[src/wsfd_pkg.sv]
// ----------------------------------------------------------------------------
// wsfd_pkg: shared types and codes for the WebSocket frame deframer
// Parse phases, result kinds, opcodes, error codes and the result record.
// ----------------------------------------------------------------------------
package wsfd_pkg;

  // parse phases
  localparam logic [2:0] PH_HDR0    = 3'd0;
  localparam logic [2:0] PH_HDR1    = 3'd1;
  localparam logic [2:0] PH_EXTLEN  = 3'd2;
  localparam logic [2:0] PH_MASK    = 3'd3;
  localparam logic [2:0] PH_PAYLOAD = 3'd4;

  // result kinds
  localparam logic [1:0] KIND_PAYLOAD = 2'd0;
  localparam logic [1:0] KIND_EMPTY   = 2'd1;
  localparam logic [1:0] KIND_CLOSE   = 2'd2;
  localparam logic [1:0] KIND_ERROR   = 2'd3;

  // opcodes
  localparam logic [3:0] OPC_CONT  = 4'h0;
  localparam logic [3:0] OPC_TEXT  = 4'h1;
  localparam logic [3:0] OPC_BIN   = 4'h2;
  localparam logic [3:0] OPC_CLOSE = 4'h8;
  localparam logic [3:0] OPC_PING  = 4'h9;
  localparam logic [3:0] OPC_PONG  = 4'hA;

  // error codes
  localparam logic [2:0] ERR_NONE     = 3'd0;
  localparam logic [2:0] ERR_UNSUPP   = 3'd1;
  localparam logic [2:0] ERR_INVALID  = 3'd2;
  localparam logic [2:0] ERR_TOOLARGE = 3'd3;
  localparam logic [2:0] ERR_TOOSMALL = 3'd4;

  // 7-bit length escape codes
  localparam logic [6:0] LEN_EXT16 = 7'd126;
  localparam logic [6:0] LEN_EXT64 = 7'd127;

  // configuration register indexes
  localparam logic [7:0] REG_MAX_PAYLOAD = 8'd0;
  localparam logic [7:0] REG_MIN_PAYLOAD = 8'd1;

  localparam logic [31:0] MAX_PAYLOAD_RESET = 32'd65480;
  localparam logic [7:0]  MIN_PAYLOAD_RESET = 8'd0;

  typedef struct packed {
    logic [1:0] kind;
    logic [7:0] data_out;
    logic       last;
    logic [3:0] frame_type;
    logic [2:0] error_code;
  } res_t;

endpackage

[src/websocket_frame_deframer_top.sv]
// ----------------------------------------------------------------------------
// websocket_frame_deframer_top: WebSocket frame deframer
// Two register stages, input and output; a result is formed from the input
// register and shows on out_* once the output register takes it.
// Throughput: one byte per cycle unless the output stalls; the input and
// output registers form a pipeline, each advancing when the next can take.
// Reset: synchronous, active low; clears parse state, limits go to defaults.
// ----------------------------------------------------------------------------
module websocket_frame_deframer_top (
  input  logic        clk,
  input  logic        rst_n,
  input  logic        in_tvalid,
  output logic        in_tready,
  input  logic [7:0]  in_tdata,    // [7:0] data_byte
  output logic        out_tvalid,
  input  logic        out_tready,
  output logic [15:0] out_tdata,   // [7:0] data_out, [11:8] frame_type,
                                   // [14:12] error_code, [15] zero
  output logic        out_tlast,
  output logic [1:0]  out_tuser,   // [1:0] kind
  input  logic        cfg_valid,
  output logic        cfg_ready,
  input  logic [7:0]  cfg_index,
  input  logic [31:0] cfg_data
);

  logic           in_v_r;
  logic [7:0]     in_d_r;
  logic           out_v_r;
  wsfd_pkg::res_t out_r;
  logic [31:0]    max_payload_r;
  logic [7:0]     min_payload_r;
  logic           out_take;
  logic           step;
  logic           res_valid;
  wsfd_pkg::res_t res;

  assign out_take  = !out_v_r || out_tready;
  assign in_tready = !in_v_r || out_take;
  assign step      = in_v_r && out_take;
  assign cfg_ready = 1'b1;

  always_ff @(posedge clk) begin
    if (!rst_n) begin
      max_payload_r <= wsfd_pkg::MAX_PAYLOAD_RESET;
      min_payload_r <= wsfd_pkg::MIN_PAYLOAD_RESET;
    end else if (cfg_valid) begin
      if (cfg_index == wsfd_pkg::REG_MAX_PAYLOAD) begin
        max_payload_r <= cfg_data;
      end else if (cfg_index == wsfd_pkg::REG_MIN_PAYLOAD) begin
        min_payload_r <= cfg_data[7:0];
      end
    end
  end

  always_ff @(posedge clk) begin
    if (!rst_n) begin
      in_v_r <= 1'b0;
    end else if (in_tready) begin
      in_v_r <= in_tvalid;
    end
  end

  always_ff @(posedge clk) begin
    if (in_tready) begin
      in_d_r <= in_tdata;
    end
  end

  wsfd_parser u_parser (
    .clk         (clk),
    .rst_n       (rst_n),
    .step        (step),
    .data_byte   (in_d_r),
    .max_payload (max_payload_r),
    .min_payload (min_payload_r),
    .res_valid   (res_valid),
    .res         (res)
  );

  // hold the result until taken; bytes without a result leave it empty
  always_ff @(posedge clk) begin
    if (!rst_n) begin
      out_v_r <= 1'b0;
    end else if (out_take) begin
      out_v_r <= step && res_valid;
    end
  end

  always_ff @(posedge clk) begin
    if (out_take) begin
      out_r <= res;
    end
  end

  assign out_tvalid = out_v_r;
  assign out_tdata  = {1'b0, out_r.error_code, out_r.frame_type, out_r.data_out};
  assign out_tlast  = out_r.last;
  assign out_tuser  = out_r.kind;

endmodule

[src/wsfd_parser.sv]
// ----------------------------------------------------------------------------
// wsfd_parser: frame header parser and payload unmasker
// Holds the parse state and steps it by one byte; gives at most one result.
// ----------------------------------------------------------------------------
module wsfd_parser (
  input  logic               clk,
  input  logic               rst_n,
  input  logic               step,
  input  logic [7:0]         data_byte,
  input  logic [31:0]        max_payload,
  input  logic [7:0]         min_payload,
  output logic               res_valid,
  output wsfd_pkg::res_t     res
);

  logic [2:0]  phase_r, phase_nxt;
  logic [3:0]  opc_r, opc_nxt;
  logic [63:0] len_r, len_nxt;
  logic [2:0]  fbc_r, fbc_nxt;
  logic        ext_long_r, ext_long_nxt;
  logic [31:0] key_r, key_nxt;
  logic [31:0] pc_r, pc_nxt;
  logic        stopped_r, stopped_nxt;

  logic [63:0] len_cand;
  logic        too_big;
  logic        too_small;
  logic [7:0]  key_byte;
  logic [2:0]  ext_need;

  // candidate complete length for the header byte and the extended field
  always_comb begin
    if (phase_r == wsfd_pkg::PH_HDR1) begin
      len_cand = {57'd0, data_byte[6:0]};
    end else begin
      len_cand = {len_r[55:0], data_byte};
    end
    too_big   = (|len_cand[63:32]) || (len_cand[31:0] > max_payload);
    too_small = len_cand < {56'd0, min_payload};
    ext_need  = ext_long_r ? 3'd0 : 3'd2;
  end

  always_comb begin
    unique case (pc_r[1:0])
      2'd0:    key_byte = key_r[31:24];
      2'd1:    key_byte = key_r[23:16];
      2'd2:    key_byte = key_r[15:8];
      default: key_byte = key_r[7:0];
    endcase
  end

  always_comb begin
    logic len_done;
    len_done     = 1'b0;
    phase_nxt    = phase_r;
    opc_nxt      = opc_r;
    len_nxt      = len_r;
    fbc_nxt      = fbc_r;
    ext_long_nxt = ext_long_r;
    key_nxt      = key_r;
    pc_nxt       = pc_r;
    stopped_nxt  = stopped_r;
    res_valid    = 1'b0;
    res.kind       = wsfd_pkg::KIND_PAYLOAD;
    res.data_out   = 8'd0;
    res.last       = 1'b0;
    res.error_code = wsfd_pkg::ERR_NONE;

    if (step && !stopped_r) begin
      unique case (phase_r)
        wsfd_pkg::PH_HDR0: begin
          opc_nxt = data_byte[3:0];
          len_nxt = '0;
          pc_nxt  = '0;
          key_nxt = '0;
          fbc_nxt = '0;
          unique case (data_byte[3:0])
            wsfd_pkg::OPC_TEXT, wsfd_pkg::OPC_BIN: begin
              phase_nxt = wsfd_pkg::PH_HDR1;
            end
            wsfd_pkg::OPC_CLOSE: begin
              stopped_nxt = 1'b1;
              res_valid   = 1'b1;
              res.kind    = wsfd_pkg::KIND_CLOSE;
              res.last    = 1'b1;
            end
            wsfd_pkg::OPC_CONT, wsfd_pkg::OPC_PING, wsfd_pkg::OPC_PONG: begin
              stopped_nxt    = 1'b1;
              res_valid      = 1'b1;
              res.kind       = wsfd_pkg::KIND_ERROR;
              res.last       = 1'b1;
              res.error_code = wsfd_pkg::ERR_UNSUPP;
            end
            default: begin
              stopped_nxt    = 1'b1;
              res_valid      = 1'b1;
              res.kind       = wsfd_pkg::KIND_ERROR;
              res.last       = 1'b1;
              res.error_code = wsfd_pkg::ERR_INVALID;
            end
          endcase
        end
        wsfd_pkg::PH_HDR1: begin
          if (data_byte[6:0] == wsfd_pkg::LEN_EXT16) begin
            ext_long_nxt = 1'b0;
            fbc_nxt      = '0;
            phase_nxt    = wsfd_pkg::PH_EXTLEN;
          end else if (data_byte[6:0] == wsfd_pkg::LEN_EXT64) begin
            ext_long_nxt = 1'b1;
            fbc_nxt      = '0;
            phase_nxt    = wsfd_pkg::PH_EXTLEN;
          end else begin
            len_nxt  = len_cand;
            len_done = 1'b1;
          end
        end
        wsfd_pkg::PH_EXTLEN: begin
          len_nxt = len_cand;
          fbc_nxt = fbc_r + 3'd1;
          // the 3-bit count wraps to zero after the eighth byte
          len_done = (fbc_nxt == ext_need);
        end
        wsfd_pkg::PH_MASK: begin
          key_nxt = {key_r[23:0], data_byte};
          fbc_nxt = fbc_r + 3'd1;
          if (fbc_nxt[2]) begin
            fbc_nxt = '0;
            pc_nxt  = '0;
            if (len_r == 64'd0) begin
              phase_nxt = wsfd_pkg::PH_HDR0;
              res_valid = 1'b1;
              res.kind  = wsfd_pkg::KIND_EMPTY;
              res.last  = 1'b1;
            end else begin
              phase_nxt = wsfd_pkg::PH_PAYLOAD;
            end
          end
        end
        wsfd_pkg::PH_PAYLOAD: begin
          pc_nxt       = pc_r + 32'd1;
          res_valid    = 1'b1;
          res.kind     = wsfd_pkg::KIND_PAYLOAD;
          res.data_out = data_byte ^ key_byte;
          // length passed the limit check, so it fits in 32 bits here
          if (pc_nxt >= len_r[31:0]) begin
            phase_nxt = wsfd_pkg::PH_HDR0;
            res.last  = 1'b1;
          end
        end
        default: begin
          phase_nxt = wsfd_pkg::PH_HDR0;
        end
      endcase

      if (len_done) begin
        priority if (too_big) begin
          stopped_nxt    = 1'b1;
          res_valid      = 1'b1;
          res.kind       = wsfd_pkg::KIND_ERROR;
          res.last       = 1'b1;
          res.error_code = wsfd_pkg::ERR_TOOLARGE;
        end else if (too_small) begin
          stopped_nxt    = 1'b1;
          res_valid      = 1'b1;
          res.kind       = wsfd_pkg::KIND_ERROR;
          res.last       = 1'b1;
          res.error_code = wsfd_pkg::ERR_TOOSMALL;
        end else begin
          phase_nxt = wsfd_pkg::PH_MASK;
          fbc_nxt   = '0;
        end
      end
    end
    res.frame_type = opc_nxt;
  end

  always_ff @(posedge clk) begin
    if (!rst_n) begin
      phase_r    <= wsfd_pkg::PH_HDR0;
      opc_r      <= '0;
      len_r      <= '0;
      fbc_r      <= '0;
      ext_long_r <= 1'b0;
      key_r      <= '0;
      pc_r       <= '0;
      stopped_r  <= 1'b0;
    end else begin
      phase_r    <= phase_nxt;
      opc_r      <= opc_nxt;
      len_r      <= len_nxt;
      fbc_r      <= fbc_nxt;
      ext_long_r <= ext_long_nxt;
      key_r      <= key_nxt;
      pc_r       <= pc_nxt;
      stopped_r  <= stopped_nxt;
    end
  end

endmodule

[config.mk]
export PLATFORM = sky130hd
export DESIGN_NAME = websocket_frame_deframer_top
export DESIGN_NICKNAME = d
export VERILOG_FILES = /design/src/wsfd_pkg.sv /design/src/websocket_frame_deframer_top.sv /design/src/wsfd_parser.sv
export SDC_FILE = /design/constraint.sdc
export NUM_CORES = 1
export LEC_CHECK = 0
export ABC_AREA = 1
export ABC_CLOCK_PERIOD_IN_PS = 6750
export BUFFER_PORTS_ARGS = -buffer_cell sky130_fd_sc_hd__buf_2
export CELL_PAD_IN_SITES_DETAIL_PLACEMENT = 1
export CELL_PAD_IN_SITES_GLOBAL_PLACEMENT = 1
export CORE_UTILIZATION = 49
export DETAILED_ROUTE_END_ITERATION = 8
export HOLD_SLACK_MARGIN = 0.02
export PLACE_DENSITY_LB_ADDON = 0.1
export SYNTH_ARGS = -nofsm -noshare
export SYNTH_HDL_FRONTEND = slang
export SYNTH_HIERARCHICAL = 1
export SYNTH_SLANG_ARGS = --single-unit
[constraint.sdc]
create_clock -name clk -period 6.75 [get_ports clk]
set_clock_uncertainty 0.1 [all_clocks]
set_input_delay 1.35 -clock clk [delete_from_list [all_inputs] [get_ports clk]]
set_output_delay 1.35 -clock clk [all_outputs]
set_load 0.02 [all_outputs]
# Word level (Yosys, flattened, before mapping)
# Index checks and enable logic that the tools add are counted.
# word_totals
inputBits	53
word_cells	136
out_inout_bits	22
register_bits	208
# classes
add_sub_neg	2
n_mux	64
n_reduce_logical	29
bitwise	2
eq_ne	18
n_lt_le_gt_ge	3
# op_table
op	count
64-bit two-way mux	3
64-bit one-hot mux with 3 select lines	1
32-bit one-hot mux with 3 select lines	1
64-bit zero test	1
64-bit by 8-bit less-than comparator with 1-bit output	1
32-bit one-hot mux with 2 select lines	1
3-bit two-way mux	18
32-bit by 1-bit adder with 32-bit output, second input constant	1
32-bit greater-or-equal comparator	1
32-bit greater-than comparator	1
32-bit two-way mux	1
32-bit OR reduction	1
8-bit one-hot mux with 3 select lines	1
1-bit two-way mux	22
3-bit one-hot mux with 5 select lines	1
7-bit equality test, second input constant	2
4-bit equality test, second input constant	3
2-bit two-way mux	6
2-bit one-hot mux with 2 select lines	3
3-bit one-hot mux with 4 select lines	1
3-bit AND reduction	3
8-bit by 1-bit equality test with 1-bit output, second input constant	1
8-bit zero test	1
4-bit two-way mux	2
other kinds (27)	41

# Depth between registers and ports, before layout
# depth
depth_word	9
depth_mapped	22
ltp_nobuf	22

# Cells and area by module
# Netlist, hierarchy kept.
# modules_own_cells
module	seq_area_each_um2	n_inst	cells_per_inst	area_each_um2
wsfd_parser	2802.7	1	1308	9002.4
websocket_frame_deframer_top	1621.6	1	285	2652.5

# Worst setup path before layout
# Ideal clock, no wire load.
# synth_timing
path_kind	input to output
start	input port out_tready
end	output port in_tready
stages	2
arrival_time_ps	1778
path_buffers	0
t_required_ps	5300
slack_ps	3522
cell_sequence	inv_1 > nand3_1
# synth_via
elab_chain_cells	2
# synth_rtl
item	line_no	rtl
start, declared	websocket_frame_deframer_top.sv:16	input logic out_tready,
1-bit logical OR	websocket_frame_deframer_top.sv:38	assign out_take = !out_v_r || out_tready;
1-bit logical OR	websocket_frame_deframer_top.sv:39	assign in_tready = !in_v_r || out_take;
end, declared	websocket_frame_deframer_top.sv:13	output logic in_tready,
# No other way between the ends.

# Worst setup path after layout
# layout_timing
start	register u_parser.pc_r[0]
end	register out_r (netlist bit out_tlast), data pin
# layout_via
elab_chain_cells	7
# layout_rtl
item	line_no	rtl
start, declared	wsfd_parser.sv:22	logic [31:0] pc_r, pc_nxt;
start signal, assigned	wsfd_parser.sv:194	pc_r <= pc_nxt;
32-bit by 1-bit adder with 32-bit output *	wsfd_parser.sv:140	pc_nxt = pc_r + 32'd1;
32-bit greater-or-equal comparator *	wsfd_parser.sv:145	if (pc_nxt >= len_r[31:0]) begin
1-bit two-way mux *	wsfd_parser.sv:145	
1-bit one-hot mux with 3 select lines *	wsfd_parser.sv:70	unique case (phase_r)
1-bit two-way mux	wsfd_parser.sv:162	end else if (too_small) begin
1-bit two-way mux	wsfd_parser.sv:156	priority if (too_big) begin
1-bit two-way mux *	wsfd_parser.sv:155	if (len_done) begin
end signal, assigned	websocket_frame_deframer_top.sv:92	out_r <= res;
end, declared	websocket_frame_deframer_top.sv:30	wsfd_pkg::res_t out_r;
# Mark *: on every way between the ends. The rest lies on a longest branch, timed or not.
# A chain may end at the register's enable or synchronous reset.

==> flow_metrics.env <==
export IMPL_worst_max_slew_pin_slew_ns=1.243
export IMPL_postRouteWirelength_um=32500
export IMPL_ir_drop_v=0.0001844
export IMPL_yosys_cell_count_top_type="nand2_1"
export IMPL_setup_reg_to_reg_worst_slack_ns=3.03
export IMPL_cts_buffer_depth=3
export IMPL_vias_per_cell=5.402
export IMPL_power_share_clock=0.454
export IMPL_cpPeakStageDelay_ns=0.60
export IMPL_placeableCoreArea_um2=23400
export IMPL_netlist_area_um2=11650
export IMPL_period_minus_slack_ns=3.720
export IMPL_ys_seq_area_frac=0.3796
export IMPL_numPortBuffers=72
export IMPL_design_die_area_um2=24410
export IMPL_critical_path_top_delay_family="simple AND/OR/NAND/NOR gates"
export IMPL_layout_drive_gt1_share=0.1155
export IMPL_timing_critical_path_required_ns=7.01
export IMPL_setup_worst_path_start_class="flip-flop"
export IMPL_chipWidth_um=156.2
export IMPL_worst_path_most_repeated_cell="nand2_1"
export IMPL_clock_tree_root_cell="clkbuf_16"
export IMPL_grt_pass1_wl_um=53590
export IMPL_drt_wirelength_per_cell_um=16.63
export IMPL_cp_max_fo=6
export IMPL_fp_dieH_um=156.2
export IMPL_post_cts_setup_buffer_count=0
export IMPL_static_leakage_power_nw=5.698
export IMPL_worst_r2r_path_depth=19
export IMPL_latest_clock_arrival_within_the_worst_skew_pair_ns=0.52
export IMPL_grt_antenna_before_repair=0
export IMPL_clk_pin_slew_worst_paths_ns=0.06
export IMPL_postCtsResizedCells=0
export IMPL_cts_tree="built"
export IMPL_final_max_slew_violation_count=0
export IMPL_yosys_area_top_type_share=0.3126
export IMPL_synthesis_area_per_instance_um2=7.316
export IMPL_synthesis_nets=1723
export IMPL_pin_count_of_the_biggest_net_entering_global_routing=77
export IMPL_finalInstanceArea_um2=12890
export IMPL_initialDrtViolationCount=529
export IMPL_pin_count=75
export IMPL_place_congestion=0.8272
export IMPL_cts_hold_buffers_added=0
export IMPL_drtPass1Iterations=5
export IMPL_placement_rows=56
export IMPL_async_set_reset_flop_share_out_of_synthesis=0
export IMPL_dr_total_vias=10560
export IMPL_global_route_usage_total=0.2719
export IMPL_synth_largest_area_cell="dfxtp_1"
export IMPL_power_switching_uw=764.2
export IMPL_antenna_cell_count=0
export IMPL_initial_utilization=0.4980
export IMPL_synth_cell_type_count=54
export IMPL_hold_class="flip-flop to flip-flop"
export IMPL_final_count_of_negative_setup_slack_endpoints=0
export IMPL_achievable_frequency_mhz=268.8
export IMPL_total_of_flip_flops_plus_latches_after_synthesis=208
export IMPL_worstPathArrival_ns=3.98
export IMPL_synth_top_cells_by_count="nand2_1 (348), a21oi_1 (214), inv_1 (205)"
export IMPL_layout_core_utilization=0.5510
export IMPL_fin_crit_sh=0.5511
export IMPL_rsz0062_at_grt="no"
export IMPL_gr_total_overflow=0
export IMPL_final_net_count=1749
export IMPL_synthFlopType="dfxtp_1"
export IMPL_min_delay_path_depth=2
export IMPL_cts_max_level=1
export IMPL_timing_rr_start="u_parser/pc_r[0]"
export IMPL_post_dp_hpwl_um=22590
export IMPL_timing_critical_path_cells="ha_1 > nand3_2 > nor3_2 > inv_2 > nor2_4 > nand2_2 > nor2_2 > nand3_1 > xor2_1 > inv_2 > ha_1 > nand4_1 > nor4_1 > nand2_1 > nand3_1 > nand2_1 > nand2_1 > nor2_1 > a21oi_1"
export IMPL_worstReg2RegEnd="out_tlast"
export IMPL_hold_crit_start="max_payload_r[7]"
export IMPL_run_status="finished, final reports clean"
export IMPL_grt_pass1_vias=10820
export IMPL_power_sequential_fraction=0.443
export IMPL_power_switching_fraction=0.2566
export IMPL_ys_warnings_count=6
export IMPL_slowest_stage="nor4_1"
export IMPL_setup_tns_ns=0
export IMPL_power_internal_mw=2.214
export IMPL_finalHoldViolations=0
export IMPL_combPwrFrac=0.103
export IMPL_timing_setup_critical_path_class="flip-flop to flip-flop"
export IMPL_area_delta_synth_final_pct=10.63
export IMPL_worst_slew_margin_rel=0.1703
export IMPL_finalPower_mw=2.978
export IMPL_worstHoldEndpoint="max_payload_r[7]"
export IMPL_critical_path_startpoint="u_parser/pc_r[0]"
export IMPL_tritoncts_num_buffers=24
export IMPL_syn_instance_count=1593
export IMPL_detail_route_drc_violations=0
export IMPL_max_cap_viol_count=0
export IMPL_synth_enable_flop_cells=26
export IMPL_crit_path_end_kind="flip-flop"
export IMPL_detail_route_antenna_nets=0
export IMPL_critPathBufInv=2
export IMPL_cts_sinks=208
export IMPL_post_dp_cell_area_um2=12080
export IMPL_post_synth_main_area_contributors="dfxtp_1 (31%), nand2_1 (11%), a21oi_1 (9.2%)"
export IMPL_power_density_nw_per_um2=231.0
-- power groups by stage --
stage / registers [mW] / clock network [mW] / logic, mW
after global routing: 1.32 / 1.42 / 0.348
after detailed placement: 1.35 / 0 / 0.304
after CTS: 1.32 / 1.38 / 0.309
final: 1.32 / 1.35 / 0.308
after floorplan: 1.34 / 0 / 0.218
after global placement: 1.34 / 0 / 0.291
-- per-layer routing --
| layer | global-route usage | wire, um |
|---|---|---|
| met3 | 0.03351 | 1021 |
| met1 | 0.3318 | 14320 |
| met2 | 0.5055 | 16590 |
| met5 | 0 | 0 |
| met4 | 0.06116 | 566 |
-- metrics by stage --
stage	worst slack [ns]	cells	hold WS, ns
final	3.030	1955	0.3591
after global routing	2.635	1955	0.3921
after CTS	3.051	1955	0.3646
after detailed placement	2.644	1912	0.3462
after global placement	2.806	1912	0.3444
after floorplan	3.522	1593	0.3289
-- logic make-up (layout without fill, tap and decap cells) --
family / after synthesis / after routing / synth area share
compound gates: 326 / 326 / 0.1572
fa+ha+maj: 77 / 77 / 0.08266
xor+xnor: 33 / 33 / 0.02609
buf+inv: 305 / 348 / 0.1076
other cells: 2 / 2 / 0.0006444
simple gates: 642 / 642 / 0.2463
flops: 208 / 208 / 0.3796
-- sequential cells by signal (all words and copies together) (netlist names) --
| signal | cells |
|---|---|
| out_tuser | 2 |
| out_tdata | 15 |
| in_d_r | 8 |
| in_v_r | 1 |
| u_parser/opc_r | 4 |
| out_tlast | 1 |
| min_payload_r | 8 |
| u_parser/stopped_r | 1 |
| out_tvalid | 1 |
| u_parser/len_r | 64 |
| u_parser/fbc_r | 3 |
| u_parser/key_r | 32 |
| u_parser/pc_r | 32 |
| u_parser/ext_long_r | 1 |
| u_parser/phase_r | 3 |
| max_payload_r | 32 |
-- tightest hold or removal path, stage by stage, from the launching register on --
cell and delay, ns:
dfxtp_1 0.33, nand2_1 0.05, nand3_1 0.05
-- worst max-delay path by stage --
stage	to	slack, ns	cells after the start
after global routing	out_tlast	2.63	20
after detailed placement	u_parser/key_r[19]	2.64	9
after floorplan	in_tready	3.52	2
after global placement	u_parser/key_r[25]	2.81	9
after CTS	out_tlast	3.05	20
final	out_tlast	3.03	19
-- area by class of cell --
cell class	instances	area, um^2
well taps	319	399.1
fillers	3077	10510
flip-flops and latches	208	4424
clock buffers	34	693.2
inverters	225	848.3
clock inverters	9	121.4
repair buffers	80	420.4
multi-input cells	1080	5987
-- layout by cell type (no fill, tap or decap), types with 6 or more instances in the layout --
cell	n
nand4_1	22
nor3_1	20
xnor2_1	9
edfxtp_1	26
o21ai_0	32
nand3_2	12
dfxtp_1	182
nand2_1	348
buf_4	8
nor4_1	6
nor2_2	11
clkinv_2	6
o22ai_1	6
a21oi_1	214
xor2_1	22
inv_1	204
nand3_1	98
a211oi_1	46
o21ai_1	6
ha_1	77
inv_2	15
clkbuf_16	25
nor2_1	103
buf_2	72
Note: power is estimated with default switching activity, not from simulation.
